**config.mk**
```make
export PLATFORM = sky130hd
export DESIGN_NAME = ber_tlv_stream_parser
export DESIGN_NICKNAME = d
export VERILOG_FILES = /design/src/hdl/btlv_pkg.sv /design/src/hdl/btlv_queue.sv /design/src/hdl/btlv_front.sv /design/src/hdl/btlv_back.sv /design/src/hdl/ber_tlv_stream_parser.sv
export SDC_FILE = /design/constraint.sdc
export NUM_CORES = 2
export LEC_CHECK = 0
export BUFFER_PORTS_ARGS = -buffer_cell sky130_fd_sc_hd__buf_2
export CAP_MARGIN = 5
export CORE_UTILIZATION = 53
export DETAILED_ROUTE_END_ITERATION = 8
export PLACE_DENSITY = 0.73
export SYNTH_ARGS = -nofsm -noshare
export SYNTH_HDL_FRONTEND = slang
export SYNTH_SLANG_ARGS = --single-unit
export TNS_END_PERCENT = 20
```
**constraint.sdc**
```tcl
create_clock -name clk -period 14.4 [get_ports clk]
set_clock_uncertainty 0.2 [all_clocks]
set_input_delay 2.88 -clock clk [delete_from_list [all_inputs] [get_ports clk]]
set_output_delay 2.88 -clock clk [all_outputs]
set_load 0.05 [all_outputs]
```
**src/hdl/btlv_pkg.sv**
```systemverilog
// btlv_pkg: shared types and codes of the ber-tlv stream parser
// used by btlv_front, btlv_back and ber_tlv_stream_parser; no dependencies
`timescale 1ns / 1ps

package btlv_pkg;

	// byte roles on the result side
	typedef enum logic [1:0] {
		ROLE_TAG     = 2'd0,
		ROLE_LEN     = 2'd1,
		ROLE_LEN_EXT = 2'd2,
		ROLE_VALUE   = 2'd3
	} btlv_role_t;

	// error codes
	localparam logic [2:0] ERR_NONE      = 3'd0;
	localparam logic [2:0] ERR_TAG_LONG  = 3'd1;
	localparam logic [2:0] ERR_LEN_LONG  = 3'd2;
	localparam logic [2:0] ERR_TOO_DEEP  = 3'd3;
	localparam logic [2:0] ERR_OVERRUN   = 3'd4;
	localparam logic [2:0] ERR_TRUNCATED = 3'd5;

	// tag bytes kept in the 32-bit tag word
	localparam int TAG_KEEP_BYTES = 4;

	// classified byte passed from front to back
	typedef struct packed {
		logic [7:0]  data;
		logic        last;
		logic [31:0] pos;
		logic        ext_tag;   // low five bits all ones
		logic        top_bit;   // bit 7
		logic        cons_bit;  // bit 5
		logic        cnt_zero;  // long-form count of zero
		logic        cnt_over;  // long-form count above the limit
	} btlv_item_t;

	// one labelled byte
	typedef struct packed {
		btlv_role_t  role;
		logic [31:0] tag;
		logic        tag_done;
		logic [31:0] vlen;
		logic        len_done;
		logic        cons;
		logic [3:0]  depth;
		logic        elem_end;
		logic [2:0]  err;
	} btlv_result_t;

endpackage

```
**src/hdl/btlv_queue.sv**
```systemverilog
// btlv_queue: small register fifo with push/full and pop/empty sides
// generic width and depth; no dependencies
`timescale 1ns / 1ps

module btlv_queue #(
	parameter int WIDTH = 8,
	parameter int DEPTH = 2
) (
	input  logic             clk,
	input  logic             arst_n,
	input  logic             push,
	input  logic [WIDTH-1:0] wdata,
	output logic             full,
	input  logic             pop,
	output logic [WIDTH-1:0] rdata,
	output logic             empty
);

	localparam int PW = (DEPTH > 1) ? $clog2(DEPTH) : 1;
	localparam int CW = $clog2(DEPTH + 1);

	logic [WIDTH-1:0] mem_q [DEPTH];
	logic [PW-1:0]    wr_q, rd_q;
	logic [CW-1:0]    count_q;
	logic             do_push, do_pop;

	assign full    = (count_q == CW'(DEPTH));
	assign empty   = (count_q == '0);
	assign do_push = push && !full;
	assign do_pop  = pop && !empty;
	assign rdata   = mem_q[rd_q];

	// storage
	always_ff @(posedge clk) begin
		if (do_push) begin
			mem_q[wr_q] <= wdata;
		end
	end

	// pointers and fill count
	always_ff @(posedge clk or negedge arst_n) begin
		if (!arst_n) begin
			wr_q    <= '0;
			rd_q    <= '0;
			count_q <= '0;
		end else begin
			if (do_push) begin
				wr_q <= (wr_q == PW'(DEPTH - 1)) ? '0 : wr_q + 1'b1;
			end
			if (do_pop) begin
				rd_q <= (rd_q == PW'(DEPTH - 1)) ? '0 : rd_q + 1'b1;
			end
			if (do_push && !do_pop) begin
				count_q <= count_q + 1'b1;
			end else if (do_pop && !do_push) begin
				count_q <= count_q - 1'b1;
			end
		end
	end

endmodule

```
**src/hdl/btlv_front.sv**
```systemverilog
// btlv_front: input stage, tracks the buffer offset and classifies each byte
// depends on btlv_pkg
`timescale 1ns / 1ps

module btlv_front import btlv_pkg::*; #(
	parameter int MAX_LEN_BYTES = 4
) (
	input  logic       clk,
	input  logic       arst_n,
	input  logic       push,
	input  logic [7:0] data_byte,
	input  logic       final_byte,
	output logic       full,
	output logic       item_valid,
	output btlv_item_t item,
	input  logic       item_full
);

	logic        valid_s1;
	btlv_item_t  item_s1;
	logic [31:0] pos_q;
	logic        ready_s1, take;

	assign ready_s1   = !valid_s1 || !item_full;
	assign full       = !ready_s1;
	assign take       = push && ready_s1;
	assign item_valid = valid_s1;
	assign item       = item_s1;

	// stage valid and buffer offset, which restarts after the last byte
	always_ff @(posedge clk or negedge arst_n) begin
		if (!arst_n) begin
			valid_s1 <= 1'b0;
			pos_q    <= '0;
		end else begin
			if (take) begin
				valid_s1 <= 1'b1;
				pos_q    <= final_byte ? '0 : pos_q + 32'd1;
			end else if (!item_full) begin
				valid_s1 <= 1'b0;
			end
		end
	end

	// classified beat
	always_ff @(posedge clk) begin
		if (take) begin
			item_s1.data     <= data_byte;
			item_s1.last     <= final_byte;
			item_s1.pos      <= pos_q;
			item_s1.ext_tag  <= (data_byte[4:0] == 5'h1f);
			item_s1.top_bit  <= data_byte[7];
			item_s1.cons_bit <= data_byte[5];
			item_s1.cnt_zero <= (data_byte[6:0] == 7'd0);
			item_s1.cnt_over <= (32'(data_byte[6:0]) > MAX_LEN_BYTES);
		end
	end

endmodule

```
**src/hdl/btlv_back.sv**
```systemverilog
// btlv_back: parser state machine and level stack, one classified byte per cycle
// while the result queue is not full; depends on btlv_pkg
`timescale 1ns / 1ps

module btlv_back import btlv_pkg::*; #(
	parameter int MAX_DEPTH     = 8,
	parameter int MAX_TAG_BYTES = 4,
	parameter int MAX_LEN_BYTES = 4
) (
	input  logic         clk,
	input  logic         arst_n,
	input  logic         item_valid,
	input  btlv_item_t   item,
	output logic         item_pop,
	input  logic         res_full,
	output logic         res_push,
	output btlv_result_t res
);

	localparam int DW  = $clog2(MAX_DEPTH + 1);
	localparam int IW  = (MAX_DEPTH > 1) ? $clog2(MAX_DEPTH) : 1;
	localparam int TCW = $clog2(MAX_TAG_BYTES + 1);
	localparam int LBW = $clog2(MAX_LEN_BYTES + 1);

	typedef enum logic [4:0] {
		PH_TAG_FIRST = 5'b00001,
		PH_TAG_MORE  = 5'b00010,
		PH_LEN_FIRST = 5'b00100,
		PH_LEN_MORE  = 5'b01000,
		PH_VALUE     = 5'b10000
	} btlv_phase_t;

	btlv_phase_t    phase_q, phase_n;
	logic [31:0]    tag_q, tag_n;
	logic [TCW-1:0] tcnt_q, tcnt_n;
	logic [LBW-1:0] lbl_q, lbl_n;
	logic [31:0]    acc_q, acc_n;
	logic           cons_q, cons_n;
	logic [31:0]    vend_q, vend_n;
	logic [DW-1:0]  depth_q, depth_n;
	logic [31:0]    stack_q [MAX_DEPTH];

	logic [MAX_DEPTH:0] open_mask;
	logic [DW-1:0]      depth_close, depth_cur;
	logic [DW-1:0]      top_idx;
	logic [31:0]        top_end, bottom_end;
	logic               hdr_ovr;
	logic               fin_req;
	logic [31:0]        fin_len;
	logic [32:0]        end_pos;
	logic               push_lvl;
	logic [32:0]        pos_next;
	btlv_result_t       r;
	logic [7:0]         b;

	assign item_pop = item_valid && !res_full;
	assign res_push = item_pop;
	assign res      = r;
	assign b        = item.data;
	assign pos_next = {1'b0, item.pos} + 33'd1;

	// levels still open at this offset; ends never grow toward the top,
	// so the open ones form a run from the bottom
	always_comb begin
		open_mask = '0;
		for (int i = 0; i < MAX_DEPTH; i++) begin
			open_mask[i] = (DW'(i) < depth_q) && (stack_q[i] > item.pos);
		end
		depth_close = '0;
		for (int i = 0; i < MAX_DEPTH; i++) begin
			if (open_mask[i] && !open_mask[i+1]) begin
				depth_close = depth_close | DW'(i + 1);
			end
		end
	end

	assign depth_cur = (phase_q == PH_TAG_FIRST) ? depth_close : depth_q;
	assign top_idx   = depth_q - 1'b1;
	assign top_end   = (depth_q != '0) ? stack_q[top_idx[IW-1:0]] : 32'd0;
	assign hdr_ovr   = (depth_q != '0) && (item.pos >= top_end);

	// length that completes the header this beat
	always_comb begin
		if (phase_q == PH_LEN_MORE) begin
			fin_len = {acc_q[23:0], b};
		end else if (b[7]) begin
			fin_len = 32'd0;
		end else begin
			fin_len = {24'd0, b};
		end
	end
	assign end_pos = pos_next + {1'b0, fin_len};

	// next state and result of one beat
	always_comb begin
		phase_n    = phase_q;
		tag_n      = tag_q;
		tcnt_n     = tcnt_q;
		lbl_n      = lbl_q;
		acc_n      = acc_q;
		cons_n     = cons_q;
		vend_n     = vend_q;
		depth_n    = depth_cur;
		fin_req    = 1'b0;
		push_lvl   = 1'b0;
		bottom_end = stack_q[0];
		r          = '0;
		r.role     = ROLE_TAG;
		r.err      = ERR_NONE;

		case (phase_q)
			PH_TAG_FIRST: begin
				r.role = ROLE_TAG;
				tag_n  = {24'd0, b};
				tcnt_n = TCW'(1);
				cons_n = item.cons_bit;
				if (item.ext_tag) begin
					phase_n = PH_TAG_MORE;
				end else begin
					r.tag_done = 1'b1;
					phase_n    = PH_LEN_FIRST;
				end
			end
			PH_TAG_MORE: begin
				r.role = ROLE_TAG;
				if (hdr_ovr) begin
					r.err = ERR_OVERRUN;
				end else if (tcnt_q >= TCW'(MAX_TAG_BYTES)) begin
					r.err = ERR_TAG_LONG;
				end else begin
					if (32'(tcnt_q) < TAG_KEEP_BYTES) begin
						tag_n = {tag_q[23:0], b};
					end
					tcnt_n = tcnt_q + 1'b1;
					if (!item.top_bit) begin
						r.tag_done = 1'b1;
						phase_n    = PH_LEN_FIRST;
					end
				end
			end
			PH_LEN_FIRST: begin
				r.role = ROLE_LEN;
				if (hdr_ovr) begin
					r.err = ERR_OVERRUN;
				end else if (item.top_bit) begin
					if (item.cnt_over) begin
						r.err = ERR_LEN_LONG;
					end else if (item.cnt_zero) begin
						fin_req = 1'b1;
					end else begin
						lbl_n   = b[LBW-1:0];
						acc_n   = 32'd0;
						phase_n = PH_LEN_MORE;
					end
				end else begin
					fin_req = 1'b1;
				end
			end
			PH_LEN_MORE: begin
				r.role = ROLE_LEN_EXT;
				if (hdr_ovr) begin
					r.err = ERR_OVERRUN;
				end else if (acc_q[31:24] != 8'd0) begin
					r.err = ERR_LEN_LONG;
				end else begin
					acc_n = fin_len;
					if (lbl_q != '0) begin
						lbl_n = lbl_q - 1'b1;
					end
					if (lbl_n == '0) begin
						fin_req = 1'b1;
					end
				end
			end
			PH_VALUE: begin
				r.role = ROLE_VALUE;
				if (pos_next[31:0] == vend_q) begin
					r.elem_end = 1'b1;
					phase_n    = PH_TAG_FIRST;
				end
			end
			default: begin
				phase_n = PH_TAG_FIRST;
			end
		endcase

		// header complete: place the element
		if (fin_req) begin
			r.len_done = 1'b1;
			r.vlen     = fin_len;
			acc_n      = fin_len;
			if (end_pos[32]) begin
				r.err = ERR_LEN_LONG;
			end else if ((depth_q != '0) && (end_pos > {1'b0, top_end})) begin
				r.err = ERR_OVERRUN;
			end else if (cons_q) begin
				if (depth_q >= DW'(MAX_DEPTH)) begin
					r.err = ERR_TOO_DEEP;
				end else begin
					push_lvl = 1'b1;
					depth_n  = depth_q + 1'b1;
					phase_n  = PH_TAG_FIRST;
					if (depth_q == '0) begin
						bottom_end = end_pos[31:0];
					end
				end
			end else if (fin_len == 32'd0) begin
				r.elem_end = 1'b1;
				phase_n    = PH_TAG_FIRST;
			end else begin
				vend_n  = end_pos[31:0];
				phase_n = PH_VALUE;
			end
		end

		r.tag   = tag_n;
		r.cons  = cons_n;
		r.depth = 4'(depth_cur);

		// recovery after an error
		if (r.err != ERR_NONE) begin
			phase_n  = PH_TAG_FIRST;
			tag_n    = '0;
			tcnt_n   = '0;
			lbl_n    = '0;
			acc_n    = '0;
			cons_n   = 1'b0;
			vend_n   = '0;
			depth_n  = '0;
			push_lvl = 1'b0;
		end

		// end of buffer: check for an open element or level, then restart
		if (item.last) begin
			if (r.err == ERR_NONE) begin
				if (phase_n != PH_TAG_FIRST) begin
					r.err = ERR_TRUNCATED;
				end else if ((depth_n != '0) && ({1'b0, bottom_end} > pos_next)) begin
					r.err = ERR_TRUNCATED;
				end
			end
			phase_n = PH_TAG_FIRST;
			tag_n   = '0;
			tcnt_n  = '0;
			lbl_n   = '0;
			acc_n   = '0;
			cons_n  = 1'b0;
			vend_n  = '0;
			depth_n = '0;
		end
	end

	// parser state
	always_ff @(posedge clk or negedge arst_n) begin
		if (!arst_n) begin
			phase_q <= PH_TAG_FIRST;
			tag_q   <= '0;
			tcnt_q  <= '0;
			lbl_q   <= '0;
			acc_q   <= '0;
			cons_q  <= 1'b0;
			vend_q  <= '0;
			depth_q <= '0;
		end else if (item_pop) begin
			phase_q <= phase_n;
			tag_q   <= tag_n;
			tcnt_q  <= tcnt_n;
			lbl_q   <= lbl_n;
			acc_q   <= acc_n;
			cons_q  <= cons_n;
			vend_q  <= vend_n;
			depth_q <= depth_n;
		end
	end

	// level end stack, written when a constructed element opens
	always_ff @(posedge clk) begin
		if (item_pop && push_lvl) begin
			stack_q[depth_q[IW-1:0]] <= end_pos[31:0];
		end
	end

endmodule

```
**src/hdl/ber_tlv_stream_parser.sv**
```systemverilog
// ber_tlv_stream_parser: top level of the ber-tlv byte labeller
// depends on btlv_pkg, btlv_queue, btlv_front and btlv_back
`timescale 1ns / 1ps

// Labels each byte of a BER-TLV buffer as tag, first length, extra length or
// value byte and reports the tag, decoded length, nesting depth and errors.
// One byte is taken per clock cycle while results are popped, with no stall
// from the parser itself; its result reaches the result side through the
// input register, which takes it at the accepting edge, then the
// front-to-back queue and then the result queue. The rate is set by the
// back-end parser, which updates its state and level stack once per byte.
// The last byte of each buffer is marked with final_byte, after which the
// parser starts over at offset zero.

module ber_tlv_stream_parser import btlv_pkg::*; #(
	parameter int MAX_DEPTH     = 8,
	parameter int MAX_TAG_BYTES = 4,
	parameter int MAX_LEN_BYTES = 4
) (
	input  logic        clk,
	input  logic        arst_n,
	input  logic        push,
	output logic        full,
	input  logic [7:0]  data_byte,
	input  logic        final_byte,
	output logic        empty,
	input  logic        pop,
	output logic [1:0]  byte_role,
	output logic [31:0] tag_value,
	output logic        tag_done,
	output logic [31:0] value_length,
	output logic        length_done,
	output logic        is_constructed,
	output logic [3:0]  nest_depth,
	output logic        element_end,
	output logic [2:0]  error_code
);

	localparam int QDEPTH = 2;

	logic         front_valid, mid_full, mid_empty, mid_pop;
	btlv_item_t   front_item, mid_item;
	logic         res_push, res_full;
	btlv_result_t back_res, out_res;

	// input stage
	btlv_front #(
		.MAX_LEN_BYTES(MAX_LEN_BYTES)
	) u_front (
		.clk       (clk),
		.arst_n    (arst_n),
		.push      (push),
		.data_byte (data_byte),
		.final_byte(final_byte),
		.full      (full),
		.item_valid(front_valid),
		.item      (front_item),
		.item_full (mid_full)
	);

	// queue between front and back
	btlv_queue #(
		.WIDTH($bits(btlv_item_t)),
		.DEPTH(QDEPTH)
	) u_mid_queue (
		.clk   (clk),
		.arst_n(arst_n),
		.push  (front_valid),
		.wdata (front_item),
		.full  (mid_full),
		.pop   (mid_pop),
		.rdata (mid_item),
		.empty (mid_empty)
	);

	// parser
	btlv_back #(
		.MAX_DEPTH    (MAX_DEPTH),
		.MAX_TAG_BYTES(MAX_TAG_BYTES),
		.MAX_LEN_BYTES(MAX_LEN_BYTES)
	) u_back (
		.clk       (clk),
		.arst_n    (arst_n),
		.item_valid(!mid_empty),
		.item      (mid_item),
		.item_pop  (mid_pop),
		.res_full  (res_full),
		.res_push  (res_push),
		.res       (back_res)
	);

	// result queue
	btlv_queue #(
		.WIDTH($bits(btlv_result_t)),
		.DEPTH(QDEPTH)
	) u_res_queue (
		.clk   (clk),
		.arst_n(arst_n),
		.push  (res_push),
		.wdata (back_res),
		.full  (res_full),
		.pop   (pop),
		.rdata (out_res),
		.empty (empty)
	);

	// result beat onto ports
	assign byte_role      = out_res.role;
	assign tag_value      = out_res.tag;
	assign tag_done       = out_res.tag_done;
	assign value_length   = out_res.vlen;
	assign length_done    = out_res.len_done;
	assign is_constructed = out_res.cons;
	assign nest_depth     = out_res.depth;
	assign element_end    = out_res.elem_end;
	assign error_code     = out_res.err;

endmodule

```
# Word-level counts from Yosys, hierarchy flattened
# Memories as Yosys holds them, arrays and structs flattened.
# Index checks and enable logic that the tools add are counted.
# W data, S select, Z words.
[classes]
add_sub_neg = 15
eq_ne = 29
muxes = 148
n_reduce_logical = 69
n_lt_le_gt_ge = 23
[ops]
columns = ["cell", "n"]
rows = [
  ["$mux W32", 30],
  ["$gt A32 B32 Y1", 8],
  ["$pmux W32 S2", 2],
  ["$mux W3", 33],
  ["$mux W5", 16],
  ["$mux W1", 40],
  ["$mux W4", 10],
  ["$add A32 B1 Y33 const B", 1],
  ["$add A33 B32 Y33", 1],
  ["$gt A32 B33 Y1", 1],
  ["$gt A33 B32 Y1", 1],
  ["$mux W33", 1],
  ["$add A32 B1 Y32 const B", 1],
  ["$eq A32 B32 Y1", 1],
  ["$ge A32 B32 Y1", 1],
  ["$logic_not A32 Y1", 1],
  ["$logic_and A1 B1 Y1", 29],
  ["$pmux W5 S5", 1],
  ["$ne A4 B4 Y1 const B", 5],
  ["$logic_not A1 Y1", 17],
  ["$lt A3 B4 Y1 const A", 4],
  ["$mux W2", 8],
  ["$reduce_and A8 Y1", 2],
  ["$reduce_bool A4 Y1", 4],
  ["43 further kinds", 66],
]
[totals]
wordCells = 311
register_bits = 199
memories = 3
ram_bits = 502
input_bits = 13
output_inout_bits = 79
[mem_list]
columns = ["name", "depth", "word_bits", "read_ports", "rd_clocked_by_memory_dff", "wr", "line_no", "text"]
rows = [
  ["u_back.stack_q", 8, 32, 9, 0, 1, "btlv_back.sv:41", "logic [31:0] stack_q [MAX_DEPTH];"],
  ["u_res_queue.mem_q", 2, 77, 1, 0, 1, "btlv_queue.sv:22", "logic [WIDTH-1:0] mem_q [DEPTH];"],
  ["u_mid_queue.mem_q", 2, 46, 1, 0, 1, "btlv_queue.sv:22", ""],
]

# Longest topological paths before layout
# An unclocked memory read counts as a cell.
[logic_depth]
word_depth = 26
mapped_depth = 47
ltp_nobuf = 39

# Hierarchy
# Synthesis repeated with hierarchy kept, for this count alone.
[hier_totals]
hier_cells = 3311
area_unflattened_um2 = 40503.8
[modules_own_cells]
columns = ["mod", "cells_each", "n_inst", "area_per_inst_um2", "seq_area_each_um2"]
rows = [
  ["btlv_back", 2643, 1, 27800.4, 10491.3],
  ["btlv_queue (u_res_queue)", 259, 1, 5833.1, 4724.5],
  ["btlv_queue (u_mid_queue)", 162, 1, 3639.7, 2862.7],
  ["btlv_front", 246, 1, 3226.8, 2147.1],
  ["ber_tlv_stream_parser", 1, 1, 3.8, 0.0],
]

# Worst setup path after synthesis
# Ideal clock, no wire load.
[synth_path]
path_type = "register to register"
start = "register u_mid_queue.rd_q"
end = "memory u_back.stack_q[1][0], enable pin"
synth_period_minus_slack_ps = 10668
path_slack_ps = 3732
setup_ps = 502
arrival_time_ps = 9966
path_stages_with_launch = 35
t_required_ps = 13698
n_path_buf = 7
cell_sequence = "dfrtp_1 > buf_6 > buf_6 > buf_6 > buf_4 > buf_2 > buf_2 > buf_2 > mux2i_1 > inv_1 > ha_1 > a21boi_1 > nand3_1 > xnor2_1 > inv_1 > ha_1 > o21a_1 > o21ai_0 > a22oi_1 > nand3_1 > a21oi_1 > o21ai_0 > a211oi_1 > a21oi_1 > o21ai_0 > xor2_1 > ha_1 > and3_1 > o21ai_0 > o21ai_1 > a2111oi_4 > a211oi_4 > nor2_1 > nand2_1 > nor4_1"
[synth_via]
word_cells_on_any_way = 34
cone_classes = "add/sub: 2; order compare: 2; mux: 25; reduce/logical: 4; memory: 1"
[synth_lines]
columns = ["element", "line_no", "text"]
rows = [
  ["start: declaration", "btlv_queue.sv:23", "logic [PW-1:0] wr_q, rd_q;"],
  ["start signal: assignment", "btlv_queue.sv:51", "rd_q <= (rd_q == PW'(DEPTH - 1)) ? '0 : rd_q + 1'b1;"],
  ["$mem_v2 Z2 W46 *", "-", ""],
  ["parallel branches: the longest is 2 deep, another holds $add A32 B1 Y33", "-", ""],
  ["$add A33 B32 Y33 *", "btlv_back.sv:92", "assign end_pos = pos_next + {1'b0, fin_len};"],
  ["via u_back.end_pos[31]", "btlv_back.sv:50", "logic [32:0] end_pos;"],
  ["$gt A33 B32 Y1 *", "btlv_back.sv:194", "end else if ((depth_q != '0) && (end_pos > {1'b0, top_end})) begin"],
  ["$logic_and A1 B1 Y1 *", "btlv_back.sv:194", ""],
  ["$mux W3", "btlv_back.sv:194", ""],
  ["$mux W3", "btlv_back.sv:192", "if (end_pos[32]) begin"],
  ["$mux W4", "btlv_back.sv:188", "if (fin_req) begin"],
  ["$reduce_bool A3 Y1", "btlv_back.sv:221", "if (r.err != ERR_NONE) begin"],
  ["$mux W1 *", "btlv_back.sv:221", ""],
  ["$logic_and A1 B1 Y1 *", "btlv_back.sv:278", "if (item_pop && push_lvl) begin"],
  ["$mux W1 *", "btlv_back.sv:278", ""],
  ["$mux W1 (not written as such) *", "btlv_back.sv:279", "stack_q[depth_q[IW-1:0]] <= end_pos[31:0];"],
  ["end: declaration", "btlv_back.sv:41", ""],
]
# Mark *: on every way through the listed nets, which the timed path passes.

==> flow_metrics.tcl <==
set metrics [dict create \
    status "finished, violations left" \
    violations "design-rule violations" \
    synth-compound-area-share 0.112 \
    ctsHoldBuffers 0 \
    ys_warn_count 0 \
    synth_area_um2 39400 \
    cp_max_fo 35 \
    grt_util_all_layers 0.317 \
    synth_fa_ha_area_frac 0.125 \
    critPathRequiredTime_ns 14.58 \
    ant_nets 0 \
    cts_setup_buffers 0 \
    hold_viol 0 \
    synth_top_family_by_area "adder cells" \
    layout.nets 3798 \
    dpl.hpwl_um 87900 \
    coreArea_um2 73300 \
    clk_pin_slew_ns 0.07 \
    cts_buffers 75 \
    tritoncts "done" \
    mostFrequentLayoutCells "edfxtp_1, ha_1, nand2_1, o21ai_0, nor2_1" \
    setup_slack_ns 3.27 \
    grt_overflow 0 \
    tns_ns 0 \
    yosysSeqAreaShare 0.510 \
    min_period_ns 11.13 \
    power_density_nw_per_um2 231 \
    synth_edf_count 542 \
    setup_viol 0 \
    io_buffers 91 \
    grt_pass1_wl_um 176000 \
    start_util 0.538 \
    crit_type "reg2reg" \
    drt-total-wl_um 119000 \
    synth-xor-area-share 0.0287 \
    critPathLaunchType "flop" \
    synth_top_flop_cell "edfxtp_1" \
    antenna_found_initial 5 \
    syn_inst 3247 \
    ctsResizeCount 0 \
    critPathSlowestCell "xnor2_1" \
    nFillCells 5811 \
    place_congestion 1.02 \
    min_path_type "reg2reg" \
    syn_nets 3652 \
    die_h_um 275 \
    grt_pass1_vias 27200 \
    rsz0062_at_grt "false" \
    fmax_mhz 89.9 \
    vias_per_cell 6.47 \
    slew_violations 0 \
    regArea_um2 20100 \
    yosys.cell_types.count 92 \
    rows 99 \
    final_common_cell "edfxtp_1" \
    slew_headroom 0.153 \
    p_leak_nw 17.6 \
    synthSimpleGateAreaFrac 0.111 \
    utilization 0.602 \
    clock_latency_ns 0.67 \
    rrSetupSlack_ns 3.27 \
    dpl_cell_area_um2 41400 \
    synthMuxAreaShare 0.0897 \
    timing.final.crit_share 0.773 \
    end_kind "flop" \
    area_growth_pct 11.9 \
    dieArea_um2 75500 \
    tightest_slew_ns 1.27 \
    dr_total_vias 28600 \
    drive_above_1_share 0.162 \
    dr.first_iter.drc_count 3290 \
    numPlacedInstances 4275 \
    dr.pass1.iters 9 \
    arrival_ns 11.31 \
    avgSynthCellArea_um2 12.1 \
    final_area_um2 44100 \
    cts-root-buf "clkbuf_16" \
    drc 4 \
    multi_input_area_um2 18500 \
    clock_path_buffers 3 \
    async_flop_share 0.220 \
    grt_max_degree 97 \
    ir_drop_mv 0.189 \
    cts.htree.levels 3 \
    place_ws_ns 3.60 \
    cp_slowest_stage_delay_ns 0.81 \
    die_w_um 275 \
    routedWlPerCell_um 27.0 \
    finalNonFillerCells 4417 \
    maxCapViolCount 0 \
    synth-seq-cells 695 \
    pin_count 92 \
    clock-sinks 695 \
]
-- critical path, delay by kind of cell (launching register included) --
family | cells | cell delay, ns
xor gates and xnor gates | 2 | 1.27
adders and majority gates | 4 | 1.27
and+or+nand+nor | 7 | 1.42
AOI/OAI and AO/OA | 19 | 4.63
buffers and inverters | 3 | 0.85
DFF | 1 | 0.50
muxes | 2 | 0.64
-- stage by stage --
step                      total power [mW]  hold WS [ns]
after floorplan                       6.31         0.221
after global placement                7.95         0.222
after detailed placement              7.99         0.232
after CTS                             10.1         0.231
after global routing                  10.7         0.246
final                                 10.2         0.227
-- cells by family (layout without fill, tap and decap cells) --
logic type                 count (synthesis)  count (layout)
adders and majority gates                392             392
AOI/OAI and AO/OA                        664             664
other                                      0               2
buffers and inverters                    241             450
DFF                                      695             695
and+or+nand+nor                          881             881
xor gates and xnor gates                 121             121
muxes                                    253             253
-- registers in the layout (all words and copies together) (netlist names) --
register / count
u_back.acc_q: 32
u_back.cons_q: 1
u_back.depth_q: 4
u_back.lbl_q: 3
u_back.phase_q: 5
u_back.stack_q: 256
u_back.tag_q: 32
u_back.tcnt_q: 3
u_back.vend_q: 32
u_front.item: 44
u_front.item_valid: 1
u_front.pos_q: 32
u_mid_queue.count_q: 2
u_mid_queue.mem_q: 88
u_mid_queue.rd_q: 1
u_mid_queue.wr_q: 1
u_res_queue.count_q: 2
u_res_queue.mem_q: 154
u_res_queue.rd_q: 1
u_res_queue.wr_q: 1
-- final cells by class --
cell class / instances / share of cell area
diodes: 2 / 0.000113
clock buffers: 96 / 0.0455
clock inverters: 44 / 0.0161
inverters: 134 / 0.0114
multi-input cells: 2311 / 0.419
flip-flops and latches: 695 / 0.456
well taps: 959 / 0.0272
repair buffers: 176 / 0.0249
-- where the power goes --
part	internal [mW]	switching [mW]	total (mW)
Sequential	2.83	0.163	2.99
Clock	1.24	0.851	2.09
Combinational	1.63	3.47	5.09
-- layer usage --
layer  track usage  vias to the layer above  share of wire
li1              -                    12800              -
met5             0                        -              0
met3        0.0614                      281          0.093
met2         0.480                     1482           0.44
met4         0.141                        0          0.049
met1         0.443                    14000           0.41
-- cell usage after synthesis (6+ instances only) --
cell type / instances / share of area
a221oi_1: 9 / 0.0020
buf_1: 20 / 0.0019
o211ai_1: 22 / 0.0042
o21bai_1: 11 / 0.0021
o41ai_1: 7 / 0.0016
a211o_1: 9 / 0.0020
nand3b_1: 12 / 0.0023
a211oi_1: 30 / 0.0057
a22o_1: 58 / 0.013
o22ai_1: 14 / 0.0022
mux4_2: 64 / 0.037
buf_2: 20 / 0.0025
a2111oi_0: 15 / 0.0033
o31ai_1: 8 / 0.0015
edfxtp_1: 542 / 0.41
nand4_1: 91 / 0.014
mux2_2: 152 / 0.043
clkbuf_1: 60 / 0.0057
nor2b_1: 35 / 0.0056
and3_1: 48 / 0.0076
o21a_1: 12 / 0.0023
a31oi_1: 18 / 0.0029
o21ai_0: 189 / 0.024
xor2_1: 40 / 0.0089
a21o_1: 64 / 0.012
and2_1: 13 / 0.0021
a21oi_1: 134 / 0.017
nor4_1: 26 / 0.0041
nor3_1: 51 / 0.0065
or3_1: 16 / 0.0025
nand3_1: 70 / 0.0089
mux2i_1: 36 / 0.0091
nand2b_1: 24 / 0.0038
xnor2_1: 75 / 0.017
dfrtp_1: 152 / 0.096
inv_1: 134 / 0.013
and4_1: 11 / 0.0024
nor2_1: 165 / 0.016
ha_1: 391 / 0.12
buf_6: 6 / 0.0017
a21boi_0: 6 / 0.0011
nand2_1: 293 / 0.028
-- path summary, 6_finish.rpt --
| kind | from | end | cells past startpoint |
|---|---|---|---|
| hold reg to reg | u_front.item[0] | u_mid_queue.mem_q[1][0] | 0 |
| max in group asynchronous | arst_n | u_back.depth_q[0] | 2 |
| hold / removal | u_front.item[0] | u_mid_queue.mem_q[1][0] | 0 |
| setup reg to reg | u_mid_queue.rd_q | u_res_queue.mem_q[0][0] | 37 |
| setup / recovery | u_mid_queue.rd_q | u_res_queue.mem_q[0][0] | 37 |
| min in group asynchronous | arst_n | u_back.tag_q[24] | 1 |
Note: power is estimated with default switching activity, not from simulation.
